[src/rtl/hsv2rgb_pkg.sv]
// ----------------------------------------------------------------------------
// HSV to RGB converter package
// Shared widths, constants and the exact divide-by-255 used by the converter.
// ----------------------------------------------------------------------------
package hsv2rgb_pkg;

    localparam int ChanWidth   = 8;
    localparam int HueWidth    = 11;
    localparam int HueFracBits = 8;
    localparam int SectorWidth = HueWidth - HueFracBits;
    localparam int ProdWidth   = 2 * ChanWidth;

    // Stages that the side data spends beside the channel scalers: the factor
    // stage plus the two stages inside each scaler.
    localparam int PipeDepth   = 3;

    localparam logic [ChanWidth-1:0] FullScale = 8'd255;

    typedef logic [ChanWidth-1:0]   chan_t;
    typedef logic [SectorWidth-1:0] sector_t;
    typedef logic [ProdWidth-1:0]   prod_t;

    typedef enum logic [SectorWidth-1:0] {
        SECTOR_RED_YEL = 3'd0,
        SECTOR_YEL_GRN = 3'd1,
        SECTOR_GRN_CYN = 3'd2,
        SECTOR_CYN_BLU = 3'd3,
        SECTOR_BLU_MAG = 3'd4,
        SECTOR_MAG_RED = 3'd5
    } sector_code_t;

    // Exact floor(x / 255) for any x up to 255 * 255: (x + (x >> 8) + 1) >> 8.
    function automatic chan_t div255(input prod_t x);
        logic [ProdWidth:0] sum;
        begin
            sum = {1'b0, x} + {{(ChanWidth + 1){1'b0}}, x[ProdWidth-1:ChanWidth]}
                  + {{ProdWidth{1'b0}}, 1'b1};
            div255 = sum[ProdWidth-1:ChanWidth];
        end
    endfunction

endpackage

[src/rtl/hsv_to_rgb_converter_top.sv]
// ----------------------------------------------------------------------------
// HSV to RGB converter
// Fixed-point conversion of one HSV colour to 8-bit RGB per clock.
// ----------------------------------------------------------------------------
// Usage:
//   A colour is taken at each rising edge where start is high and busy is low.
//   busy is always low, so a new colour may be presented on every cycle.
//   hue is sector * 256 + fraction; saturation and brightness use 255 as full
//   scale. Each result appears on red, green and blue for one cycle with done
//   high, in the order the colours came in.
//   Throughput is one colour per clock, set by the four-stage pipeline:
//   factor multiply, value multiply, divide by 255, and channel selection.
//   The receiver cannot stall, so results are never held back.
//   Reset clears the valid bits of every stage; colours in flight are dropped
//   and no done strobe follows until a new transfer.
// ----------------------------------------------------------------------------
module hsv_to_rgb_converter_top (
    input  logic                                 clk,
    input  logic                                 rst_n,
    input  logic                                 start,
    output logic                                 busy,
    input  logic [hsv2rgb_pkg::HueWidth-1:0]     hue,
    input  hsv2rgb_pkg::chan_t                   saturation,
    input  hsv2rgb_pkg::chan_t                   brightness,
    output logic                                 done,
    output hsv2rgb_pkg::chan_t                   red,
    output hsv2rgb_pkg::chan_t                   green,
    output hsv2rgb_pkg::chan_t                   blue
);

    logic accept;

    // Stage one products.
    hsv2rgb_pkg::prod_t                     sf_prod;
    logic [hsv2rgb_pkg::HueFracBits:0]      frac_comp;
    logic [hsv2rgb_pkg::ProdWidth:0]        st_prod;

    hsv2rgb_pkg::chan_t fp_next;
    hsv2rgb_pkg::chan_t fq_next;
    hsv2rgb_pkg::chan_t ft_next;
    hsv2rgb_pkg::chan_t fp_reg;
    hsv2rgb_pkg::chan_t fq_reg;
    hsv2rgb_pkg::chan_t ft_reg;

    // Side data travelling alongside the channel scalers.
    logic                 valid_reg [hsv2rgb_pkg::PipeDepth];
    hsv2rgb_pkg::chan_t   v_reg     [hsv2rgb_pkg::PipeDepth];
    hsv2rgb_pkg::sector_t sector_reg[hsv2rgb_pkg::PipeDepth];
    logic                 grey_reg  [hsv2rgb_pkg::PipeDepth];

    hsv2rgb_pkg::chan_t p_val;
    hsv2rgb_pkg::chan_t q_val;
    hsv2rgb_pkg::chan_t t_val;

    hsv2rgb_pkg::chan_t red_next;
    hsv2rgb_pkg::chan_t green_next;
    hsv2rgb_pkg::chan_t blue_next;
    hsv2rgb_pkg::chan_t red_reg;
    hsv2rgb_pkg::chan_t green_reg;
    hsv2rgb_pkg::chan_t blue_reg;
    logic               done_reg;

    assign busy   = 1'b0;
    assign accept = start && !busy;

    // The fraction is at most 255, so s*f/256 stays below 255 and s*(256-f)/256
    // reaches at most 255: neither subtraction can wrap.
    assign frac_comp = 9'd256 - {1'b0, hue[hsv2rgb_pkg::HueFracBits-1:0]};
    assign sf_prod   = saturation * hue[hsv2rgb_pkg::HueFracBits-1:0];
    assign st_prod   = saturation * frac_comp;

    assign fp_next = hsv2rgb_pkg::FullScale - saturation;
    assign fq_next = hsv2rgb_pkg::FullScale
                     - sf_prod[hsv2rgb_pkg::ProdWidth-1:hsv2rgb_pkg::HueFracBits];
    assign ft_next = hsv2rgb_pkg::FullScale
                     - st_prod[hsv2rgb_pkg::ProdWidth-1:hsv2rgb_pkg::HueFracBits];

    always_ff @(posedge clk)
    begin
        fp_reg <= fp_next;
        fq_reg <= fq_next;
        ft_reg <= ft_next;
        v_reg[0]      <= brightness;
        sector_reg[0] <= hue[hsv2rgb_pkg::HueWidth-1:hsv2rgb_pkg::HueFracBits];
        grey_reg[0]   <= (saturation == '0);
        for (int i = 1; i < hsv2rgb_pkg::PipeDepth; i++)
        begin
            v_reg[i]      <= v_reg[i-1];
            sector_reg[i] <= sector_reg[i-1];
            grey_reg[i]   <= grey_reg[i-1];
        end
    end

    always_ff @(posedge clk or negedge rst_n)
    begin
        if (!rst_n)
        begin
            for (int i = 0; i < hsv2rgb_pkg::PipeDepth; i++)
            begin
                valid_reg[i] <= 1'b0;
            end
            done_reg <= 1'b0;
        end
        else
        begin
            valid_reg[0] <= accept;
            for (int i = 1; i < hsv2rgb_pkg::PipeDepth; i++)
            begin
                valid_reg[i] <= valid_reg[i-1];
            end
            done_reg <= valid_reg[hsv2rgb_pkg::PipeDepth-1];
        end
    end

    hsv2rgb_chan u_chan_p (
        .clk    (clk),
        .factor (fp_reg),
        .value  (v_reg[0]),
        .scaled (p_val)
    );

    hsv2rgb_chan u_chan_q (
        .clk    (clk),
        .factor (fq_reg),
        .value  (v_reg[0]),
        .scaled (q_val)
    );

    hsv2rgb_chan u_chan_t (
        .clk    (clk),
        .factor (ft_reg),
        .value  (v_reg[0]),
        .scaled (t_val)
    );

    always_comb
    begin
        red_next   = v_reg[hsv2rgb_pkg::PipeDepth-1];
        green_next = p_val;
        blue_next  = q_val;
        if (grey_reg[hsv2rgb_pkg::PipeDepth-1])
        begin
            red_next   = v_reg[hsv2rgb_pkg::PipeDepth-1];
            green_next = v_reg[hsv2rgb_pkg::PipeDepth-1];
            blue_next  = v_reg[hsv2rgb_pkg::PipeDepth-1];
        end
        else
        begin
            unique case (sector_reg[hsv2rgb_pkg::PipeDepth-1])
                hsv2rgb_pkg::SECTOR_RED_YEL:
                begin
                    red_next   = v_reg[hsv2rgb_pkg::PipeDepth-1];
                    green_next = t_val;
                    blue_next  = p_val;
                end
                hsv2rgb_pkg::SECTOR_YEL_GRN:
                begin
                    red_next   = q_val;
                    green_next = v_reg[hsv2rgb_pkg::PipeDepth-1];
                    blue_next  = p_val;
                end
                hsv2rgb_pkg::SECTOR_GRN_CYN:
                begin
                    red_next   = p_val;
                    green_next = v_reg[hsv2rgb_pkg::PipeDepth-1];
                    blue_next  = t_val;
                end
                hsv2rgb_pkg::SECTOR_CYN_BLU:
                begin
                    red_next   = p_val;
                    green_next = q_val;
                    blue_next  = v_reg[hsv2rgb_pkg::PipeDepth-1];
                end
                hsv2rgb_pkg::SECTOR_BLU_MAG:
                begin
                    red_next   = t_val;
                    green_next = p_val;
                    blue_next  = v_reg[hsv2rgb_pkg::PipeDepth-1];
                end
                // Sector five and the out-of-range hues share the last selection.
                default:
                begin
                    red_next   = v_reg[hsv2rgb_pkg::PipeDepth-1];
                    green_next = p_val;
                    blue_next  = q_val;
                end
            endcase
        end
    end

    always_ff @(posedge clk)
    begin
        red_reg   <= red_next;
        green_reg <= green_next;
        blue_reg  <= blue_next;
    end

    assign done  = done_reg;
    assign red   = red_reg;
    assign green = green_reg;
    assign blue  = blue_reg;

    a_latency: assert property (@(posedge clk) disable iff (!rst_n)
        accept |-> ##4 done)
        else $error("accepted colour did not produce a result after four cycles");

    a_no_spurious: assert property (@(posedge clk) disable iff (!rst_n)
        !accept |-> ##4 !done)
        else $error("result strobe without a matching transfer");

    a_value_channel: assert property (@(posedge clk) disable iff (!rst_n)
        (accept ##4 done) |->
            (red == $past(brightness, 4) || green == $past(brightness, 4)
             || blue == $past(brightness, 4)))
        else $error("no channel carries the brightness of its colour");

    a_grey: assert property (@(posedge clk) disable iff (!rst_n)
        (accept && saturation == '0) |-> ##4
            (red == $past(brightness, 4) && green == $past(brightness, 4)
             && blue == $past(brightness, 4)))
        else $error("unsaturated colour did not come out grey");

endmodule

[src/rtl/hsv2rgb_chan.sv]
// ----------------------------------------------------------------------------
// HSV to RGB channel scaler
// Two register stages: v * factor, then an exact truncating divide by 255.
// ----------------------------------------------------------------------------
module hsv2rgb_chan (
    input  logic                 clk,
    input  hsv2rgb_pkg::chan_t   factor,
    input  hsv2rgb_pkg::chan_t   value,
    output hsv2rgb_pkg::chan_t   scaled
);

    hsv2rgb_pkg::prod_t prod_reg;
    hsv2rgb_pkg::prod_t prod_next;
    hsv2rgb_pkg::chan_t quo_reg;
    hsv2rgb_pkg::chan_t quo_next;

    assign prod_next = value * factor;
    assign quo_next  = hsv2rgb_pkg::div255(prod_reg);

    always_ff @(posedge clk)
    begin
        prod_reg <= prod_next;
        quo_reg  <= quo_next;
    end

    assign scaled = quo_reg;

endmodule

[config.mk]
export PLATFORM = sky130hd
export DESIGN_NAME = hsv_to_rgb_converter_top
export DESIGN_NICKNAME = d
export VERILOG_FILES = /design/src/rtl/hsv2rgb_pkg.sv /design/src/rtl/hsv_to_rgb_converter_top.sv /design/src/rtl/hsv2rgb_chan.sv
export SDC_FILE = /design/constraint.sdc
export NUM_CORES = 1
export LEC_CHECK = 0
export CORE_MARGIN = 2
export CORE_UTILIZATION = 35
export DETAILED_ROUTE_END_ITERATION = 8
export DONT_BUFFER_PORTS = 1
export PLACE_DENSITY = 0.53
export SYNTH_ARGS = -nofsm -noshare
export SYNTH_HDL_FRONTEND = slang
export SYNTH_SLANG_ARGS = --single-unit
[constraint.sdc]
create_clock -name clk -period 5.5 [get_ports clk]
set_clock_uncertainty 0.05 [all_clocks]
set_input_delay 1.1 -clock clk [delete_from_list [all_inputs] [get_ports clk]]
set_output_delay 1.1 -clock clk [all_outputs]
set_load 0.05 [all_outputs]
==> flow_metrics.py, run 1 <==
metrics = {
    "run_status": {
        "outcome": "complete, no violations",
    },
    "yosys": {
        "synth_seq_cells": 160,
        "synthCells": 1675,
        "synth-seq-area-share_pct": 21.1,
        "synth-warning-count": 0,
        "synth_cell_types": 59,
        "synth_edf_count": 0,
        "ys.flop_type": "dfxtp_1",
        "syn_area_per_cell_um2": 9.12,
        "synth_fp_nets": 2083,
        "syn_area_um2": 15300,
        "async_reset_ff_share_pct": 2.50,
    },
    "place": {
        "postPlaceCellArea_um2": 16000,
        "placed_cells": 2235,
        "portBuffers": 0,
        "dpl.hpwl_um": 26200,
        "pre_cts_slack_ns": -0.0915,
        "gp_congestion": 0.861,
    },
    "timing": {
        "fmax_mhz": 194,
        "rsz0062_at_grt": "false",
        "final_hold_viol_count": 0,
        "worst_pin_slew_ns": 0.991,
        "layout_worst_path_cycle_share_pct": 93.8,
        "setup_ws_ns": 0.340,
        "slew_headroom_pct": 33.8,
        "final_max_slew_viol_count": 0,
        "period_minus_slack_ns": 5.16,
        "setup_viol": 0,
    },
    "floorplanning": {
        "start_util_pct": 35.5,
        "die_y_um": 213,
        "die_w_um": 213,
        "rows": 76,
        "die_area_um2": 45300,
        "core_area_um2": 43100,
        "io_pins": 56,
    },
    "finish": {
        "stdcell_area_um2": 16600,
        "largest_register_ffs": 24,
        "stdcell_count": 2268,
        "post-route-util_pct": 38.6,
        "layout.nets": 2077,
        "drive_above_1_share_pct": 4.64,
        "synthToLayoutAreaGrowth_pct": 8.93,
        "fillers": 4340,
    },
    "detailed_routing": {
        "post_drt_wl_per_cell_um": 14.4,
        "dr.pass1.iters": 5,
        "drt_wl_total_um": 32600,
        "postRouteAntennaNets": 0,
        "via_per_inst": 4.72,
        "drc_errors": 0,
        "vias": 10700,
        "drtIter0Drc": 525,
    },
    "global_routing": {
        "grt_start_max_net_pins": 51,
        "grt_pass1_vias": 10800,
        "antenna_found_initial": 4,
        "grt.total_usage_pct": 15.3,
        "overflow": 0,
        "grt_pass1_wl_um": 55100,
    },
    "clock_tree": {
        "post_cts.repair.setup_buffers": 0,
        "cts_tree": "yes",
        "root_buffer": "clkbuf_16",
        "clkSlewWorstSetupHoldPaths_ns": 0.06,
        "numCtsBuffers": 17,
        "ctsHoldBuffers": 0,
        "cts_resized": 0,
        "clk_path_buf_depth": 2,
        "htreeDepth": 4,
        "clock-sinks": 160,
        "clock_latency_ns": 0.44,
    },
    "worst_setup_path": {
        "cp.arrival_ns": 5.49,
        "setup.worst_path.class": "input pin to register",
        "end_kind": "register",
        "required_ns": 5.83,
        "worst_setup_path_start_kind": "input pin",
        "cp_max_fo": 4,
        "rrSetupSlack_ns": 0.66,
    },
    "flow_run": {
        "drv_cap": 0,
    },
    "min_path": {
        "hp-class": "register to register",
    },
}
==> placed cells by master (no fill, tap or decap), types with 3 or more instances in the layout <==
cell type    n
inv_1      279
ha_1       195
nand2_1    188
fa_1       183
and2_1     165
dfxtp_1    156
a21oi_1     66
xnor2_1     61
nor2_1      50
o21ai_0     37
buf_4       30
nor2b_1     27
nor3_1      19
a21o_1      18
nand3_1     18
xor2_1      17
clkbuf_16   17
and3_1      12
nand2b_1    11
a211oi_1    11
nor4_1      11
a221oi_1    10
a311oi_1    10
o22ai_1      9
o21a_1       8
o21bai_1     6
inv_6        5
nand4_1      4
dfrtp_1      4
o211ai_1     3
a41oi_1      3
or2_2        3
o311ai_0     3
inv_8        3
==> per-stage QoR <==
| stage | setup TNS (ns) | hold slack [ns] |
|---|---|---|
| 2_1_floorplan | 0 | 0.260 |
| 3_3_place_gp | -0.00366 | 0.262 |
| 3_5_place_dp | -0.200 | 0.262 |
| 4_1_cts | 0 | 0.268 |
| 5_1_grt | 0 | 0.276 |
| 6_report | 0 | 0.270 |
==> metal layers <==
layer  vias up  part of all wire [%]  GRT usage (%)
li1       5313                     -              -
met1      5157                    50           21.0
met2       178                    44           24.3
met3        42                   3.8           2.38
met4         4                   2.5           5.71
met5         -                 0.095              0
==> cell families (layout without fill, tap and decap cells) <==
logic type | after synthesis | count (layout) | share of synthesized area (%)
xor+xnor | 79 | 79 | 4.53
compound gates | 204 | 204 | 9.01
flops | 160 | 160 | 21.1
simple gates | 517 | 517 | 17.0
mux | 2 | 2 | 0.131
other cells | 1 | 2 | 0.0245
fa+ha+maj | 378 | 378 | 39.9
buf+inv | 334 | 341 | 8.24
==> worst max-delay path, cell delays in order <==
cell and delay [ns]:
inv_1 0.03, ha_1 0.23, xnor2_1 0.17, and2_1 0.19, fa_1 0.45, fa_1 0.50, inv_1 0.05, fa_1 0.53
inv_1 0.05, fa_1 0.44, ha_1 0.22, or4_4 0.51, a21oi_2 0.14, nor3_1 0.09, o311a_4 0.34, a311oi_1 0.31
a221o_1 0.15
==> worst paths after layout <==
| check | start | endpoint | cells past startpoint |
|---|---|---|---|
| setup / recovery | hue[0] | ft_reg[6]$_DFF_P_ | 17 |
| hold / removal | v_reg[0][8]$_DFF_P_ | v_reg[0][16]$_DFF_P_ | 0 |
| setup reg to reg | v_reg[0][2]$_DFF_P_ | u_chan_p.prod_reg[14]$_DFF_P_ | 16 |
| hold reg to reg | v_reg[0][8]$_DFF_P_ | v_reg[0][16]$_DFF_P_ | 0 |
| max in group asynchronous | rst_n | valid_reg[0]$_DFF_PN0_ | 0 |
| min in group asynchronous | rst_n | done$_DFF_PN0_ | 0 |
==> cell usage after synthesis (4+ instances only) <==
master | n | area, µm²
o21a_1 | 8 | 60.1
ha_1 | 195 | 2440
a211oi_1 | 11 | 82.6
a221oi_1 | 10 | 87.6
dfrtp_1 | 4 | 100
fa_1 | 183 | 3660
a21o_1 | 18 | 135
inv_1 | 279 | 1050
xnor2_1 | 62 | 543
nand3_1 | 18 | 90.1
o22ai_1 | 9 | 56.3
nor2_1 | 52 | 195
a21oi_1 | 66 | 330
nand4_1 | 4 | 25.0
clkbuf_1 | 50 | 188
nand2b_1 | 11 | 68.8
xor2_1 | 17 | 149
nor3_1 | 20 | 100
o21bai_1 | 6 | 45.0
nand2_1 | 188 | 706
and3_1 | 12 | 75.1
o21ai_0 | 37 | 185
a311oi_1 | 10 | 87.6
dfxtp_1 | 156 | 3120
nor4_1 | 11 | 68.8
nor2b_1 | 27 | 169
and2_1 | 165 | 1030
==> cell type report <==
type / count / area [µm²] / area share, %
flip-flops and latches: 160 / 3220 / 19.4
inverters: 279 / 1050 / 6.29
repair buffers: 30 / 225 / 1.35
clock inverters: 14 / 170 / 1.02
well taps: 585 / 732 / 4.40
clock buffers: 18 / 429 / 2.58
multi-input cells: 1181 / 10800 / 65.0
diodes: 1 / 2.50 / 0.0150
Power of run 1 is not shown: default switching activity piles up to over one toggle a cycle in this logic, so the estimate is an artifact.
==> inputs of run 2 (changes only) <==
- REMOVE_ABC_BUFFERS: unset -> 1
==> flow_metrics.py, run 2 (synthesis results as in run 1) <==
metrics = {
    "finish": {
        "layout_commonest_cell": "inv_1",
        "stdcell_count": 2267,
        "layout.nets": 2077,
        "drive_above_1_share_pct": 4.46,
        "multi_input_area_um2": 10800,
        "layout.area.seq_um2": 3220,
        "fillers": 4350,
        "largest_register_ffs": 24,
        "antenna_cells": 0,
        "most-common-layout-cells": "279 x inv_1, 195 x ha_1, 188 x nand2_1",
        "synthToLayoutAreaGrowth_pct": 8.61,
    },
    "place": {
        "dpl.hpwl_um": 26000,
        "placed_cells": 2235,
        "portBuffers": 0,
        "gp_congestion": 0.842,
    },
    "detailed_routing": {
        "postRouteAntennaNets": 0,
        "drtIter0Drc": 437,
        "post_drt_wl_per_cell_um": 14.1,
        "vias": 10500,
        "drt_wl_total_um": 32000,
        "via_per_inst": 4.65,
        "drc_errors": 0,
        "dr.pass1.iters": 4,
    },
    "worst_setup_path": {
        "end_kind": "register",
        "cp.arrival_ns": 5.45,
        "cp_max_fo": 8,
        "path_buf_inv": 3,
        "crit_path_cell_trace": "inv_1 -> ha_1 -> nand3_1 -> xor2_1 -> and2_1 -> fa_1 -> fa_1 -> fa_1 -> inv_1 -> fa_1 -> inv_1 -> ha_1 -> and2_1 -> o311a_4 -> a221oi_2 -> xnor2_1",
        "worst_setup_path_start_kind": "input pin",
        "cpMostUsedCell": "fa_1",
        "crit_family": "adder cells",
        "cpPeakStageDelay_ns": 0.50,
        "required_ns": 5.81,
        "setup.worst_path.class": "input pin to register",
        "worst_path_max_delay_cell": "fa_1",
    },
    "clock_tree": {
        "htreeDepth": 4,
        "ctsHoldBuffers": 0,
        "clock_latency_ns": 0.44,
        "clkSlewWorstSetupHoldPaths_ns": 0.07,
        "numCtsBuffers": 17,
        "cts_tree": "yes",
        "cts_resized": 0,
        "clk_path_buf_depth": 2,
        "clock-sinks": 160,
        "post_cts.repair.setup_buffers": 0,
        "root_buffer": "clkbuf_16",
    },
    "timing": {
        "final_hold_viol_count": 0,
        "worst_pin_slew_ns": 1.11,
        "rsz0062_at_grt": "false",
        "period_minus_slack_ns": 5.14,
        "setup_viol": 0,
        "fmax_mhz": 195,
        "layout_worst_path_cycle_share_pct": 93.4,
        "final_max_slew_viol_count": 0,
        "slew_headroom_pct": 25.6,
        "hold-worst-slack_ns": 0.277,
    },
    "floorplanning": {
        "io_pins": 56,
        "die_y_um": 213,
        "die_area_um2": 45300,
        "rows": 76,
        "die_w_um": 213,
        "start_util_pct": 35.5,
        "core_area_um2": 43100,
    },
    "flow_run": {
        "drv_cap": 0,
    },
    "global_routing": {
        "overflow": 0,
        "grt_pass1_wl_um": 55100,
        "grt.total_usage_pct": 15.1,
        "antenna_found_initial": 2,
        "grt_start_max_net_pins": 51,
        "grt_pass1_vias": 11000,
    },
    "min_path": {
        "hp-class": "register to register",
    },
    "run_status": {
        "outcome": "complete, no violations",
    },
}
run 2: worst reg2reg max path: stages (launching register included):
cell and delay (ns):
dfxtp_1 0.71, nand2_1 0.17, fa_1 0.52, fa_1 0.50, inv_1 0.05, fa_1 0.50
fa_1 0.41, ha_1 0.35, o21ai_0 0.13, a21o_1 0.18, a21oi_1 0.34, mux2i_1 0.13
a2111oi_0 0.52
run 2: per-layer routing:
metal | GRT usage, % | vias to the layer above | routed length, µm
met3 | 2.31 | 31 | 890
met4 | 3.33 | 4 | 381
met5 | 0 | - | 33
met1 | 20.6 | 5044 | 16200
met2 | 25.1 | 134 | 14500
li1 | - | 5318 | -
run 2: layout make-up:
class	count	area share, %
Timing Repair Buffer	30	1.36
Multi-Input combinational cell	1181	65.1
Clock buffer	17	2.56
Inverter	279	6.31
Clock inverter	15	0.874
Tap cell	585	4.41
Sequential cell	160	19.4
run 2: final timing paths:
check / start / end / slack, ns / cells past startpoint
setup / recovery: hue[0] / ft_reg[7]$_DFF_P_ / 0.36 / 16
hold / removal: grey_reg[0][1]$_DFF_P_ / grey_reg[0][2]$_DFF_P_ / 0.28 / 0
setup reg to reg: v_reg[0][2]$_DFF_P_ / u_chan_t.prod_reg[15]$_DFF_P_ / 0.77 / 12
hold reg to reg: grey_reg[0][1]$_DFF_P_ / grey_reg[0][2]$_DFF_P_ / 0.28 / 0
max in group asynchronous: rst_n / done$_DFF_PN0_ / 5.02 / 0
min in group asynchronous: rst_n / valid_reg[2]$_DFF_PN0_ / 0.31 / 0
run 2: per-stage QoR:
stage	utilization [%]	cell area, µm²	TNS [ns]	setup slack (ns)
final	38.5	16600	0	0.362
after global routing	38.5	16600	0	0.128
after CTS	38.5	16600	0	0.378
after detailed placement	37.2	16000	-0.231	-0.0866
after global placement	37.2	16000	-0.0216	-0.0180
after floorplan	-	15100	0	0.0268
Power of run 2 is left out for the same reason.
==> inputs of run 3 (changes only) <==
- MAX_ROUTING_LAYER: unset -> met4
==> flow_metrics.py, run 3 (synthesis results as in run 1) <==
metrics = {
    "timing": {
        "fmax_mhz": 195,
        "period_minus_slack_ns": 5.13,
        "final_hold_viol_count": 0,
        "slew_headroom_pct": 25.7,
        "rsz0062_at_grt": "false",
        "layout_worst_path_cycle_share_pct": 93.3,
        "final_max_slew_viol_count": 0,
        "worst_pin_slew_ns": 1.11,
        "setup_viol": 0,
        "hold-worst-slack_ns": 0.277,
    },
    "clock_tree": {
        "root_buffer": "clkbuf_16",
        "cts_resized": 0,
        "ctsHoldBuffers": 0,
        "clk_path_buf_depth": 2,
        "post_cts.repair.setup_buffers": 0,
        "numCtsBuffers": 17,
        "htreeDepth": 4,
        "clkSlewWorstSetupHoldPaths_ns": 0.07,
        "clock-sinks": 160,
        "cts_tree": "yes",
        "clock_latency_ns": 0.44,
    },
    "finish": {
        "fillers": 4348,
        "layout_commonest_cell": "inv_1",
        "post-route-util_pct": 38.5,
        "stdcell_count": 2269,
        "layout.area.seq_um2": 3220,
        "layout.nets": 2077,
        "synthToLayoutAreaGrowth_pct": 8.65,
        "largest_register_ffs": 24,
        "drive_above_1_share_pct": 4.46,
        "multi_input_area_um2": 10800,
        "stdcell_area_um2": 16600,
        "most-common-layout-cells": "279 x inv_1, 195 x ha_1, 188 x nand2_1",
    },
    "worst_setup_path": {
        "setup.worst_path.class": "input pin to register",
        "crit_family": "adder cells",
        "required_ns": 5.81,
        "worst_setup_path_start_kind": "input pin",
        "end_kind": "register",
        "path_buf_inv": 3,
        "rrSetupSlack_ns": 0.77,
        "worst_path_max_delay_cell": "fa_1",
        "cp.arrival_ns": 5.45,
        "crit_path_cell_trace": "inv_1 -> ha_1 -> nand3_1 -> xor2_1 -> and2_1 -> fa_1 -> fa_1 -> fa_1 -> inv_1 -> fa_1 -> inv_1 -> ha_1 -> and2_1 -> o311a_4 -> a221oi_2 -> xnor2_1",
        "cpPeakStageDelay_ns": 0.50,
        "cpMostUsedCell": "fa_1",
        "cp_max_fo": 8,
    },
    "global_routing": {
        "overflow": 0,
        "grt_pass1_vias": 10900,
        "antenna_found_initial": 2,
        "grt.total_usage_pct": 15.5,
        "grt_start_max_net_pins": 51,
        "grt_pass1_wl_um": 55100,
    },
    "floorplanning": {
        "core_area_um2": 43100,
        "start_util_pct": 35.5,
        "io_pins": 56,
        "die_y_um": 213,
        "die_area_um2": 45300,
        "rows": 76,
        "die_w_um": 213,
    },
    "min_path": {
        "hp-class": "register to register",
    },
    "place": {
        "portBuffers": 0,
        "postPlaceCellArea_um2": 16000,
        "dpl.hpwl_um": 26000,
        "gp_congestion": 0.855,
        "placed_cells": 2235,
    },
    "detailed_routing": {
        "postRouteAntennaNets": 0,
        "dr.pass1.iters": 4,
        "vias": 10600,
        "via_per_inst": 4.66,
        "post_drt_wl_per_cell_um": 14.1,
        "drtIter0Drc": 498,
        "drt_wl_total_um": 32000,
        "drc_errors": 0,
    },
    "flow_run": {
        "drv_cap": 0,
    },
    "run_status": {
        "outcome": "complete, no violations",
    },
}
## run 3: cell types whose count changed in the layout (fill, tap and decap cells not counted), sizes merged
cell	before	now
diode	0	2
## run 3: layout make-up
type,count,share of cell area [%]
Tap cell,585,4.41
Clock buffer,17,2.56
Inverter,279,6.31
Multi-Input combinational cell,1181,65.0
Antenna cell,2,0.0301
Clock inverter,15,0.874
Timing Repair Buffer,30,1.36
Sequential cell,160,19.4
## run 3: worst paths after layout
check / endpoint / startpoint / cells past startpoint
worst max-delay path: ft_reg[7]$_DFF_P_ / hue[0] / 16
worst min-delay path: grey_reg[0][2]$_DFF_P_ / grey_reg[0][1]$_DFF_P_ / 0
worst min register to register: grey_reg[0][2]$_DFF_P_ / grey_reg[0][1]$_DFF_P_ / 0
max in group asynchronous: done$_DFF_PN0_ / rst_n / 0
min in group asynchronous: valid_reg[2]$_DFF_PN0_ / rst_n / 0
worst max register to register: u_chan_t.prod_reg[15]$_DFF_P_ / v_reg[0][2]$_DFF_P_ / 12
## run 3: metrics by stage
stage / worst slack [ns] / TNS (ns)
2_1_floorplan: 0.0268 / 0
3_3_place_gp: -0.0180 / -0.0216
3_5_place_dp: -0.0866 / -0.231
4_1_cts: 0.378 / 0
5_1_grt: 0.128 / 0
6_report: 0.366 / 0
## run 3: per-layer routing
metal  track usage (%)  vias up  wire [µm]
li1                  -     5321          -
met5                 -        -          0
met4              3.26        0        357
met1              20.7     5078      16200
met3              2.29       25        946
met2              25.2      142      14600
Power of run 3 is left out for the same reason.
